`config.mk`:
```
export PLATFORM = sky130hd
export DESIGN_NAME = operator_token_scanner
export DESIGN_NICKNAME = d
export VERILOG_FILES = /design/src/hw/rtl/ots_pkg.sv /design/src/hw/rtl/operator_token_scanner.sv /design/src/hw/rtl/ots_front.sv /design/src/hw/rtl/ots_queue.sv /design/src/hw/rtl/ots_emit.sv
export SDC_FILE = /design/constraint.sdc
export NUM_CORES = 1
export LEC_CHECK = 0
export BUFFER_PORTS_ARGS = -buffer_cell sky130_fd_sc_hd__buf_2
export CAP_MARGIN = 20
export CORE_ASPECT_RATIO = 1.25
export CORE_UTILIZATION = 49
export CTS_CLUSTER_DIAMETER = 200
export DETAILED_ROUTE_END_ITERATION = 8
export PLACE_DENSITY = 0.64
export RECOVER_POWER = 100
export SLEW_MARGIN = 25
export SYNTH_ARGS = -nofsm -noshare
export SYNTH_HDL_FRONTEND = slang
export SYNTH_HIERARCHICAL = 1
export SYNTH_SLANG_ARGS = --single-unit
export TNS_END_PERCENT = 10
```
`constraint.sdc`:
```
create_clock -name clk -period 31.7 [get_ports clk]
set_clock_uncertainty 0.1 [all_clocks]
set_input_delay 1.585 -clock clk [delete_from_list [all_inputs] [get_ports clk]]
set_output_delay 1.585 -clock clk [all_outputs]
set_load 0.01 [all_outputs]
```
`src/hw/rtl/ots_pkg.sv`:
```
// Package for the operator token scanner: token kinds, result structs
// and the byte classification functions. No dependencies.
package ots_pkg;

  localparam int OFFSET_BITS = 32;
  localparam int QDEPTH      = 4;
  localparam int QPTR_BITS   = $clog2(QDEPTH);
  localparam int QCNT_BITS   = $clog2(QDEPTH + 1);

  localparam logic [7:0] GARBAGE_MIN = 8'h80;
  localparam logic [7:0] CTRL_LIMIT  = 8'h20;

  typedef logic [OFFSET_BITS-1:0] offset_t;
  localparam offset_t OFF_ONE = offset_t'(1);

  localparam logic [31:0] LEN_MAX = 32'hFFFF_FFFF;

  typedef enum logic [5:0] {
    K_LPAREN, K_RPAREN, K_LBRACE, K_RBRACE, K_LBRACKET, K_RBRACKET,
    K_COMMA, K_SEMI, K_QUESTION, K_TILDE, K_CARET, K_DOT,
    K_PCT_EQ, K_PCT, K_PLUS_EQ, K_INC, K_PLUS, K_MINUS_EQ, K_DEC,
    K_ARROW, K_MINUS, K_STAR_EQ, K_POW, K_STAR, K_SLASH_EQ, K_SLASH,
    K_NE, K_BANG, K_EQ, K_ASSIGN, K_LE, K_SHL, K_LT, K_GE, K_SHR, K_GT,
    K_LAND, K_AMP, K_LOR, K_PIPE, K_SCOPE, K_COLON,
    K_RUN, K_BAD
  } kind_t;

  typedef struct packed {
    logic  ok;
    kind_t kind;
  } kind_hit_t;

  typedef struct packed {
    kind_t       kind;
    logic [31:0] start;
    logic [31:0] len;
    logic [7:0]  bad;
  } res_t;

  // one queue entry holds all results of one item (one or two)
  typedef struct packed {
    logic two;
    res_t r0;
    res_t r1;
  } entry_t;

  function automatic logic [31:0] lo32(input offset_t v);
    logic [63:0] w;
    w = 64'(v);
    return w[31:0];
  endfunction

  function automatic logic is_garbage(input logic [7:0] b);
    logic ctl;
    ctl = (b < CTRL_LIMIT) && (b != 8'h0A) && (b != 8'h0D) && (b != 8'h09);
    return (b >= GARBAGE_MIN) || ctl;
  endfunction

  function automatic logic is_lead(input logic [7:0] b);
    logic r;
    case (b) inside
      "%", "+", "-", "*", "/", "!", "=", "<", ">", "&", "|", ":": r = 1'b1;
      default: r = 1'b0;
    endcase
    return r;
  endfunction

  function automatic kind_hit_t kind_alone(input logic [7:0] b);
    kind_hit_t h;
    h.ok = 1'b1;
    case (b)
      "(":     h.kind = K_LPAREN;
      ")":     h.kind = K_RPAREN;
      "{":     h.kind = K_LBRACE;
      "}":     h.kind = K_RBRACE;
      "[":     h.kind = K_LBRACKET;
      "]":     h.kind = K_RBRACKET;
      ",":     h.kind = K_COMMA;
      ";":     h.kind = K_SEMI;
      "?":     h.kind = K_QUESTION;
      "~":     h.kind = K_TILDE;
      "^":     h.kind = K_CARET;
      ".":     h.kind = K_DOT;
      "%":     h.kind = K_PCT;
      "+":     h.kind = K_PLUS;
      "-":     h.kind = K_MINUS;
      "*":     h.kind = K_STAR;
      "/":     h.kind = K_SLASH;
      "!":     h.kind = K_BANG;
      "=":     h.kind = K_ASSIGN;
      "<":     h.kind = K_LT;
      ">":     h.kind = K_GT;
      "&":     h.kind = K_AMP;
      "|":     h.kind = K_PIPE;
      ":":     h.kind = K_COLON;
      default: begin
        h.ok   = 1'b0;
        h.kind = K_BAD;
      end
    endcase
    return h;
  endfunction

  function automatic kind_hit_t kind_pair(input logic [7:0] lead, input logic [7:0] nb);
    kind_hit_t h;
    h.ok   = 1'b1;
    h.kind = K_BAD;
    case (lead)
      "%": if (nb == "=") h.kind = K_PCT_EQ; else h.ok = 1'b0;
      "+": begin
        if (nb == "=") h.kind = K_PLUS_EQ;
        else if (nb == "+") h.kind = K_INC;
        else h.ok = 1'b0;
      end
      "-": begin
        if (nb == "=") h.kind = K_MINUS_EQ;
        else if (nb == "-") h.kind = K_DEC;
        else if (nb == ">") h.kind = K_ARROW;
        else h.ok = 1'b0;
      end
      "*": begin
        if (nb == "=") h.kind = K_STAR_EQ;
        else if (nb == "*") h.kind = K_POW;
        else h.ok = 1'b0;
      end
      "/": if (nb == "=") h.kind = K_SLASH_EQ; else h.ok = 1'b0;
      "!": if (nb == "=") h.kind = K_NE; else h.ok = 1'b0;
      "=": if (nb == "=") h.kind = K_EQ; else h.ok = 1'b0;
      "<": begin
        if (nb == "=") h.kind = K_LE;
        else if (nb == "<") h.kind = K_SHL;
        else h.ok = 1'b0;
      end
      ">": begin
        if (nb == "=") h.kind = K_GE;
        else if (nb == ">") h.kind = K_SHR;
        else h.ok = 1'b0;
      end
      "&": if (nb == "&") h.kind = K_LAND; else h.ok = 1'b0;
      "|": if (nb == "|") h.kind = K_LOR; else h.ok = 1'b0;
      ":": if (nb == ":") h.kind = K_SCOPE; else h.ok = 1'b0;
      default: h.ok = 1'b0;
    endcase
    return h;
  endfunction

endpackage

```
`src/hw/rtl/operator_token_scanner.sv`:
```
// Operator token scanner top level: front end, result queue, output stage.
// Depends on ots_pkg, ots_front, ots_queue, ots_emit.
//
// Usage:
//   Slave channel: one item per handshake. s_tuser[0] is the function
//   (0 = source byte in s_tdata[7:0], 1 = end of input, flushes a held
//   operator byte or an open garbage run).
//   Master channel: one token per handshake in m_tdata; m_tlast marks the
//   last result caused by an input item. An item gives zero, one or two
//   results; items that give none (held bytes, garbage inside a run) just
//   update state.
//   Throughput: one item per cycle while s_tready is high; the scanner
//   logic is combinational on the accepted byte, so only the output port
//   bounds the rate, at one result per cycle while m_tready is high.
//   A result is written to the queue, then loaded into the output stage.
//   A four-entry queue of per-item results separates input and output; a
//   stalled receiver fills it and then s_tready drops.
//   Reset (rst, synchronous): offset, held byte and run state cleared,
//   queue emptied, m_tvalid low.
module operator_token_scanner import ots_pkg::*; (
  input  logic        clk,
  input  logic        rst,
  input  logic        s_tvalid,
  output logic        s_tready,
  input  logic [7:0]  s_tdata,   // [7:0] source_byte
  input  logic [0:0]  s_tuser,   // [0] func
  output logic        m_tvalid,
  input  logic        m_tready,
  output logic [79:0] m_tdata,   // [5:0] token_kind, [37:6] token_start,
                                 // [69:38] token_length, [77:70] bad_byte
  output logic        m_tlast    // last_of_run
);

  logic   accept;
  logic   push, full, pop, empty;
  entry_t push_data, head;

  assign s_tready = !full;
  assign accept   = s_tvalid && s_tready;

  ots_front u_front (
    .clk         (clk),
    .rst         (rst),
    .accept      (accept),
    .func        (s_tuser[0]),
    .source_byte (s_tdata),
    .push        (push),
    .push_data   (push_data)
  );

  ots_queue u_queue (
    .clk     (clk),
    .rst     (rst),
    .wr_en   (push),
    .wr_data (push_data),
    .full    (full),
    .rd_en   (pop),
    .rd_data (head),
    .empty   (empty)
  );

  ots_emit u_emit (
    .clk      (clk),
    .rst      (rst),
    .empty    (empty),
    .rd_data  (head),
    .rd_en    (pop),
    .m_tvalid (m_tvalid),
    .m_tready (m_tready),
    .m_tdata  (m_tdata),
    .m_tlast  (m_tlast)
  );

endmodule

```
`src/hw/rtl/ots_front.sv`:
```
// Front end of the operator token scanner: accepts bytes, keeps the
// held-byte and garbage-run state, and builds the results of each item.
// Depends on ots_pkg.
module ots_front import ots_pkg::*; (
  input  logic       clk,
  input  logic       rst,
  input  logic       accept,
  input  logic       func,
  input  logic [7:0] source_byte,
  output logic       push,
  output entry_t     push_data
);

  offset_t     byte_offset, byte_offset_next;
  logic [7:0]  held_lead_byte, held_lead_byte_next;
  logic        held_valid, held_valid_next;
  logic        run_active, run_active_next;
  offset_t     run_start, run_start_next;
  logic [31:0] run_len, run_len_next;

  offset_t   hs;
  kind_hit_t alone_h, pair_h, fresh_h;
  logic      ha_v, run_v, fresh_v, garb;
  res_t      ha_r, run_r, fresh_r;

  always_comb begin
    hs      = byte_offset - OFF_ONE;
    alone_h = kind_alone(held_lead_byte);
    pair_h  = kind_pair(held_lead_byte, source_byte);
    fresh_h = kind_alone(source_byte);
    garb    = is_garbage(source_byte);

    run_r = '{kind: K_RUN, start: lo32(run_start), len: run_len, bad: 8'h00};

    ha_r  = '{kind: alone_h.kind, start: lo32(hs), len: 32'd1, bad: 8'h00};
    if (!func && pair_h.ok) begin
      ha_r.kind = pair_h.kind;
      ha_r.len  = 32'd2;
    end

    fresh_r = '{kind: fresh_h.kind, start: lo32(byte_offset), len: 32'd1,
                bad: (fresh_h.ok ? 8'h00 : source_byte)};

    byte_offset_next    = byte_offset;
    held_lead_byte_next = held_lead_byte;
    held_valid_next     = 1'b0;
    run_active_next     = run_active;
    run_start_next      = run_start;
    run_len_next        = run_len;
    ha_v    = held_valid;
    run_v   = 1'b0;
    fresh_v = 1'b0;

    if (func) begin
      run_v           = run_active;
      run_active_next = 1'b0;
      run_len_next    = '0;
    end else begin
      byte_offset_next = byte_offset + OFF_ONE;
      // a completed pair consumes the new byte
      if (!(held_valid && pair_h.ok)) begin
        if (garb) begin
          if (run_active) begin
            if (run_len != LEN_MAX) run_len_next = run_len + 32'd1;
          end else begin
            run_active_next = 1'b1;
            run_start_next  = byte_offset;
            run_len_next    = 32'd1;
          end
        end else begin
          run_v           = run_active;
          run_active_next = 1'b0;
          run_len_next    = '0;
          if (is_lead(source_byte)) begin
            held_lead_byte_next = source_byte;
            held_valid_next     = 1'b1;
          end else begin
            fresh_v = 1'b1;
          end
        end
      end
    end
  end

  // pack the first two results in order: held, run, fresh
  always_comb begin
    push_data = '{two: 1'b0, r0: fresh_r, r1: fresh_r};
    if (ha_v) begin
      push_data.r0 = ha_r;
      if (run_v) begin
        push_data.two = 1'b1;
        push_data.r1  = run_r;
      end else if (fresh_v) begin
        push_data.two = 1'b1;
      end
    end else if (run_v) begin
      push_data.r0 = run_r;
      push_data.two = fresh_v;
    end
    push = accept && (ha_v || run_v || fresh_v);
  end

  always_ff @(posedge clk) begin
    if (rst) begin
      byte_offset    <= '0;
      held_lead_byte <= '0;
      held_valid     <= 1'b0;
      run_active     <= 1'b0;
      run_start      <= '0;
      run_len        <= '0;
    end else if (accept) begin
      byte_offset    <= byte_offset_next;
      held_lead_byte <= held_lead_byte_next;
      held_valid     <= held_valid_next;
      run_active     <= run_active_next;
      run_start      <= run_start_next;
      run_len        <= run_len_next;
    end
  end

endmodule

```
`src/hw/rtl/ots_queue.sv`:
```
// Small result queue between the scanner front end and the output stage.
// Depends on ots_pkg.
module ots_queue import ots_pkg::*; (
  input  logic   clk,
  input  logic   rst,
  input  logic   wr_en,
  input  entry_t wr_data,
  output logic   full,
  input  logic   rd_en,
  output entry_t rd_data,
  output logic   empty
);

  entry_t               mem [QDEPTH];
  logic [QPTR_BITS-1:0] wr_ptr, rd_ptr;
  logic [QCNT_BITS-1:0] count;

  localparam logic [QPTR_BITS-1:0] PTR_LAST = QPTR_BITS'(QDEPTH - 1);
  localparam logic [QPTR_BITS-1:0] PTR_ONE  = QPTR_BITS'(1);
  localparam logic [QCNT_BITS-1:0] CNT_FULL = QCNT_BITS'(QDEPTH);
  localparam logic [QCNT_BITS-1:0] CNT_ONE  = QCNT_BITS'(1);

  assign full    = (count == CNT_FULL);
  assign empty   = (count == '0);
  assign rd_data = mem[rd_ptr];

  always_ff @(posedge clk) begin
    if (wr_en) mem[wr_ptr] <= wr_data;
  end

  always_ff @(posedge clk) begin
    if (rst) begin
      wr_ptr <= '0;
      rd_ptr <= '0;
      count  <= '0;
    end else begin
      if (wr_en) wr_ptr <= (wr_ptr == PTR_LAST) ? '0 : wr_ptr + PTR_ONE;
      if (rd_en) rd_ptr <= (rd_ptr == PTR_LAST) ? '0 : rd_ptr + PTR_ONE;
      case ({wr_en, rd_en})
        2'b10:   count <= count + CNT_ONE;
        2'b01:   count <= count - CNT_ONE;
        default: count <= count;
      endcase
    end
  end

endmodule

```
`src/hw/rtl/ots_emit.sv`:
```
// Output stage of the operator token scanner: takes one queue entry and
// sends its one or two results, marking the last with tlast.
// Depends on ots_pkg.
module ots_emit import ots_pkg::*; (
  input  logic        clk,
  input  logic        rst,
  input  logic        empty,
  input  entry_t      rd_data,
  output logic        rd_en,
  output logic        m_tvalid,
  input  logic        m_tready,
  output logic [79:0] m_tdata,
  output logic        m_tlast
);

  entry_t ent;
  logic   busy;
  logic   sel;
  res_t   cur;
  logic   take;

  always_comb begin
    cur      = sel ? ent.r1 : ent.r0;
    m_tlast  = sel || !ent.two;
    m_tvalid = busy;
    m_tdata  = {2'b00, cur.bad, cur.len, cur.start, cur.kind};
    take     = !busy || (m_tready && m_tlast);
    rd_en    = take && !empty;
  end

  always_ff @(posedge clk) begin
    if (rd_en) ent <= rd_data;
  end

  always_ff @(posedge clk) begin
    if (rst) begin
      busy <= 1'b0;
      sel  <= 1'b0;
    end else if (take) begin
      busy <= !empty;
      sel  <= 1'b0;
    end else if (m_tready) begin
      sel <= 1'b1;
    end
  end

endmodule
```
==> impl_metrics.env <==
export IMPL_outcome="finished, violations left"
export IMPL_violations="capacitance limit, slew limit"
export IMPL_first_iter_violations=1580
export IMPL_cp_end_kind="register"
export IMPL_crit_type="in -> reg"
export IMPL_synth_distinct_cells=92
export IMPL_synth_top_area_share=0.623
export IMPL_synth_fa_ha_area_frac=0.00377
export IMPL_critPathMostFrequentCell="clkbuf_1"
export IMPL_first_pass_iters=7
export IMPL_cts_tree="done"
export IMPL_cts_max_path_buffers=3
export IMPL_die_w_um=251
export IMPL_die_h_um=313
export IMPL_leakage_nw=13.0
export IMPL_rows=113
export IMPL_arrival_ps=12890
export IMPL_synth_top_area_cell="edfxtp_1"
export IMPL_netlist_area_sq_um=37800
export IMPL_postSynthAreaPerCell_sq_um=16.1
export IMPL_fin_crit_sh=0.406
export IMPL_synthMuxAreaShare=0.136
export IMPL_grt_pass1_vias=21027
export IMPL_areaGrowthSynthToFinish_pct=9.62
export IMPL_worst_path_max_fanout=57
export IMPL_synth_seq_area_share=0.685
export IMPL_required_ps=31740
export IMPL_synth_edff_count=785
export IMPL_synth_compound_area_frac=0.0451
export IMPL_fillers=6007
export IMPL_stdcell_count=3439
export IMPL_placed_cell_area_sq_um=38800
export IMPL_final_cell_area_sq_um=41500
export IMPL_synth_xor_area_frac=0.0127
export IMPL_grt_use_total=0.209
export IMPL_powerDensity_nw_per_um2=73.7
export IMPL_multiInputGateArea_sq_um=10700
export IMPL_wl_per_cell_um=23.7
export IMPL_timing_final_ws_setup_ps=18850
export IMPL_cts_resized=0
export IMPL_post_cts_buffers=0
export IMPL_finalSetupViolCount=0
export IMPL_drive_above_1_share=0.170
export IMPL_yosysWarnings=6
export IMPL_synthTopCellsByArea="edfxtp_1 62%, mux4_2 9.3%, dfxtp_1 6.2%"
export IMPL_relSlewSlack=-3.45
export IMPL_ys_flop_type="edfxtp_1"
export IMPL_grt_start_max_net_pins=108
export IMPL_grt_pass1_wl_mm=125
export IMPL_route_detailed_drc=0
export IMPL_via_count=20434
export IMPL_hold_buffers=0
export IMPL_viasPerCell=5.94
export IMPL_start_util=0.497
export IMPL_peakVddDrop_mv=0.0519
export IMPL_path_clk_slew_ps=60
export IMPL_syn_inst=2351
export IMPL_synth_simple_area_share=0.0878
export IMPL_numCtsBuffers=87
export IMPL_min_period_ps=12850
export IMPL_htreeDepth=3
export IMPL_antenna_found_initial=2
export IMPL_synth_top_family_by_area="multiplexers"
export IMPL_fin_nets=2412
export IMPL_clkLatencyLatePin_ps=650
export IMPL_rsz0062_at_grt="false"
export IMPL_fin_tns_setup_ps=0
export IMPL_numClockSinks=902
export IMPL_dieArea_sq_um=78400
export IMPL_slew_viol_final=1372
export IMPL_post_place_cells=3277
export IMPL_synth_seq_cells=902
export IMPL_worst_pin_slew_ps=6680
export IMPL_cap_violations=27
export IMPL_crit_path_start_kind="primary input"
export IMPL_path_cells="clkbuf_1 > nor3b_1 > nor4_1 > nor2_1 > o21ai_0 > nand2_1 > a21oi_1 > nor2b_1 > and2_0 > clkbuf_1 > clkbuf_1"
export IMPL_ant_nets=0
export IMPL_pin_count=96
export IMPL_place_hpwl_mm=48.2
export IMPL_async_reset_ff_frac=0
export IMPL_port_buffers=93
export IMPL_crit_path_max_incr_delay_ps=2930
export IMPL_gp_congestion=0.916
export IMPL_hold_viol=0
export IMPL_r2r_setup_slack_ps=20760
export IMPL_hold_path_class="reg -> reg"
export IMPL_core_area_sq_um=76200
export IMPL_gr_total_overflow=0
export IMPL_fmaxAchievable_ghz=0.0778
export IMPL_cpMaxStageDelayCell="clkbuf_1"
export IMPL_dpl_worst_slack_ps=24690
export IMPL_root_buffer="clkbuf_16"
export IMPL_totalWireLength_mm=81.5
export IMPL_seq_area_sq_um=25900
## routing by layer
layer,share of wire,global-route usage
met1,0.40,0.259
met2,0.52,0.373
met3,0.045,0.0235
met4,0.033,0.0814
met5,0.00014,0
## Yosys cell counts, drive strengths merged (26+ instances only)
master	count
a21oi	78
a311oi	32
and2	48
and3	51
buf	85
clkbuf	89
dfxtp	117
edfxtp	785
inv	31
mux2	116
mux4	157
nand2	187
nand2b	35
nand3	33
nor2	107
nor3	37
o21ai	56
xnor2	29
xor2	26
## cell type report
cell class / count / area share
multi-input cells: 1245 / 0.258
well taps: 977 / 0.0295
repair buffers: 122 / 0.0135
clock inverters: 42 / 0.0132
diodes: 1 / 0.0000603
inverters: 31 / 0.00281
flip-flops and latches: 902 / 0.625
clock buffers: 119 / 0.0581
## placed cells by master, fill, tap and decap left out, types with 8 or more instances in the layout
cell / netlist / layout
ha_1: 9 / 9
nor2_1: 106 / 106
nand2b_1: 34 / 35
xor2_1: 26 / 26
nand4b_1: 8 / 8
nand2_1: 187 / 187
xnor2_1: 29 / 29
mux4_2: 157 / 157
inv_1: 31 / 30
nand3_1: 33 / 33
and3_1: 51 / 50
a31oi_1: 23 / 23
o21ai_0: 54 / 56
buf_2: 44 / 48
dfxtp_1: 117 / 116
nor4_1: 10 / 10
a311oi_1: 32 / 32
nand3b_1: 11 / 11
clkbuf_16: 0 / 88
mux2_2: 87 / 47
nand4_1: 21 / 21
a21oi_1: 78 / 77
a211oi_1: 10 / 11
mux2_1: 0 / 68
edfxtp_1: 785 / 785
clkbuf_1: 88 / 87
bufinv_16: 0 / 12
nor3_1: 36 / 36
clkinv_2: 0 / 14
mux2i_1: 19 / 19
or3_1: 12 / 12
clkbuf_8: 0 / 9
and2_0: 0 / 46
nor2b_1: 12 / 12
## final timing paths
check / start / endpoint / depth (start not counted)
setup / recovery: s_tdata[1] / u_queue/mem[2][90]$_DFFE_PP_ / 11
setup reg to reg: u_front/run_active$_SDFFE_PP0P_ / u_queue/mem[2][90]$_DFFE_PP_ / 7
hold / removal: u_front/run_start[0]$_SDFFE_PP0P_ / u_front/run_start[0]$_SDFFE_PP0P_ / 2
hold reg to reg: u_front/run_start[0]$_SDFFE_PP0P_ / u_front/run_start[0]$_SDFFE_PP0P_ / 2
## stage by stage
stage	power, W	util	hold WS (ps)
4_1_cts	0.00308	0.548	356
3_5_place_dp	0.00202	0.509	347
2_1_floorplan	0.00188	-	336
6_report	0.00306	0.544	359
3_3_place_gp	0.00201	0.509	342
5_1_grt	0.00317	0.544	375
## sequential cells by signal, indices dropped and copies added (netlist names), named ones only
register and flops:
u_emit/ent 157, u_emit/m_tvalid 1, u_emit/sel 1, u_front/byte_offset 32
u_front/ha_v 1, u_front/held_lead_byte 8, u_front/run_active 1, u_front/run_len 32
u_front/run_start 32, u_queue/count 3, u_queue/mem 628, u_queue/rd_ptr 2
u_queue/wr_ptr 2
## report_power, final
part / internal, W / switching, W / total [W]
logic: 0.000208 / 0.000262 / 0.000470
registers: 0.00147 / 0.0000469 / 0.00152
clock network: 0.000632 / 0.000435 / 0.00107
## critical path: cells and delay by family
family	cells	cell delay (ps)
AOI/OAI and AO/OA	2	300
and+or+nand+nor	6	4480
buffers and inverters	3	6370
## cells by family after synthesis
group           Yosys count
buf+inv                 205
fa+ha+maj                11
flops                   902
mux                     292
simple gates            626
other cells               1
compound gates          259
xor+xnor                 55
Note: power is estimated with default switching activity, not from simulation.
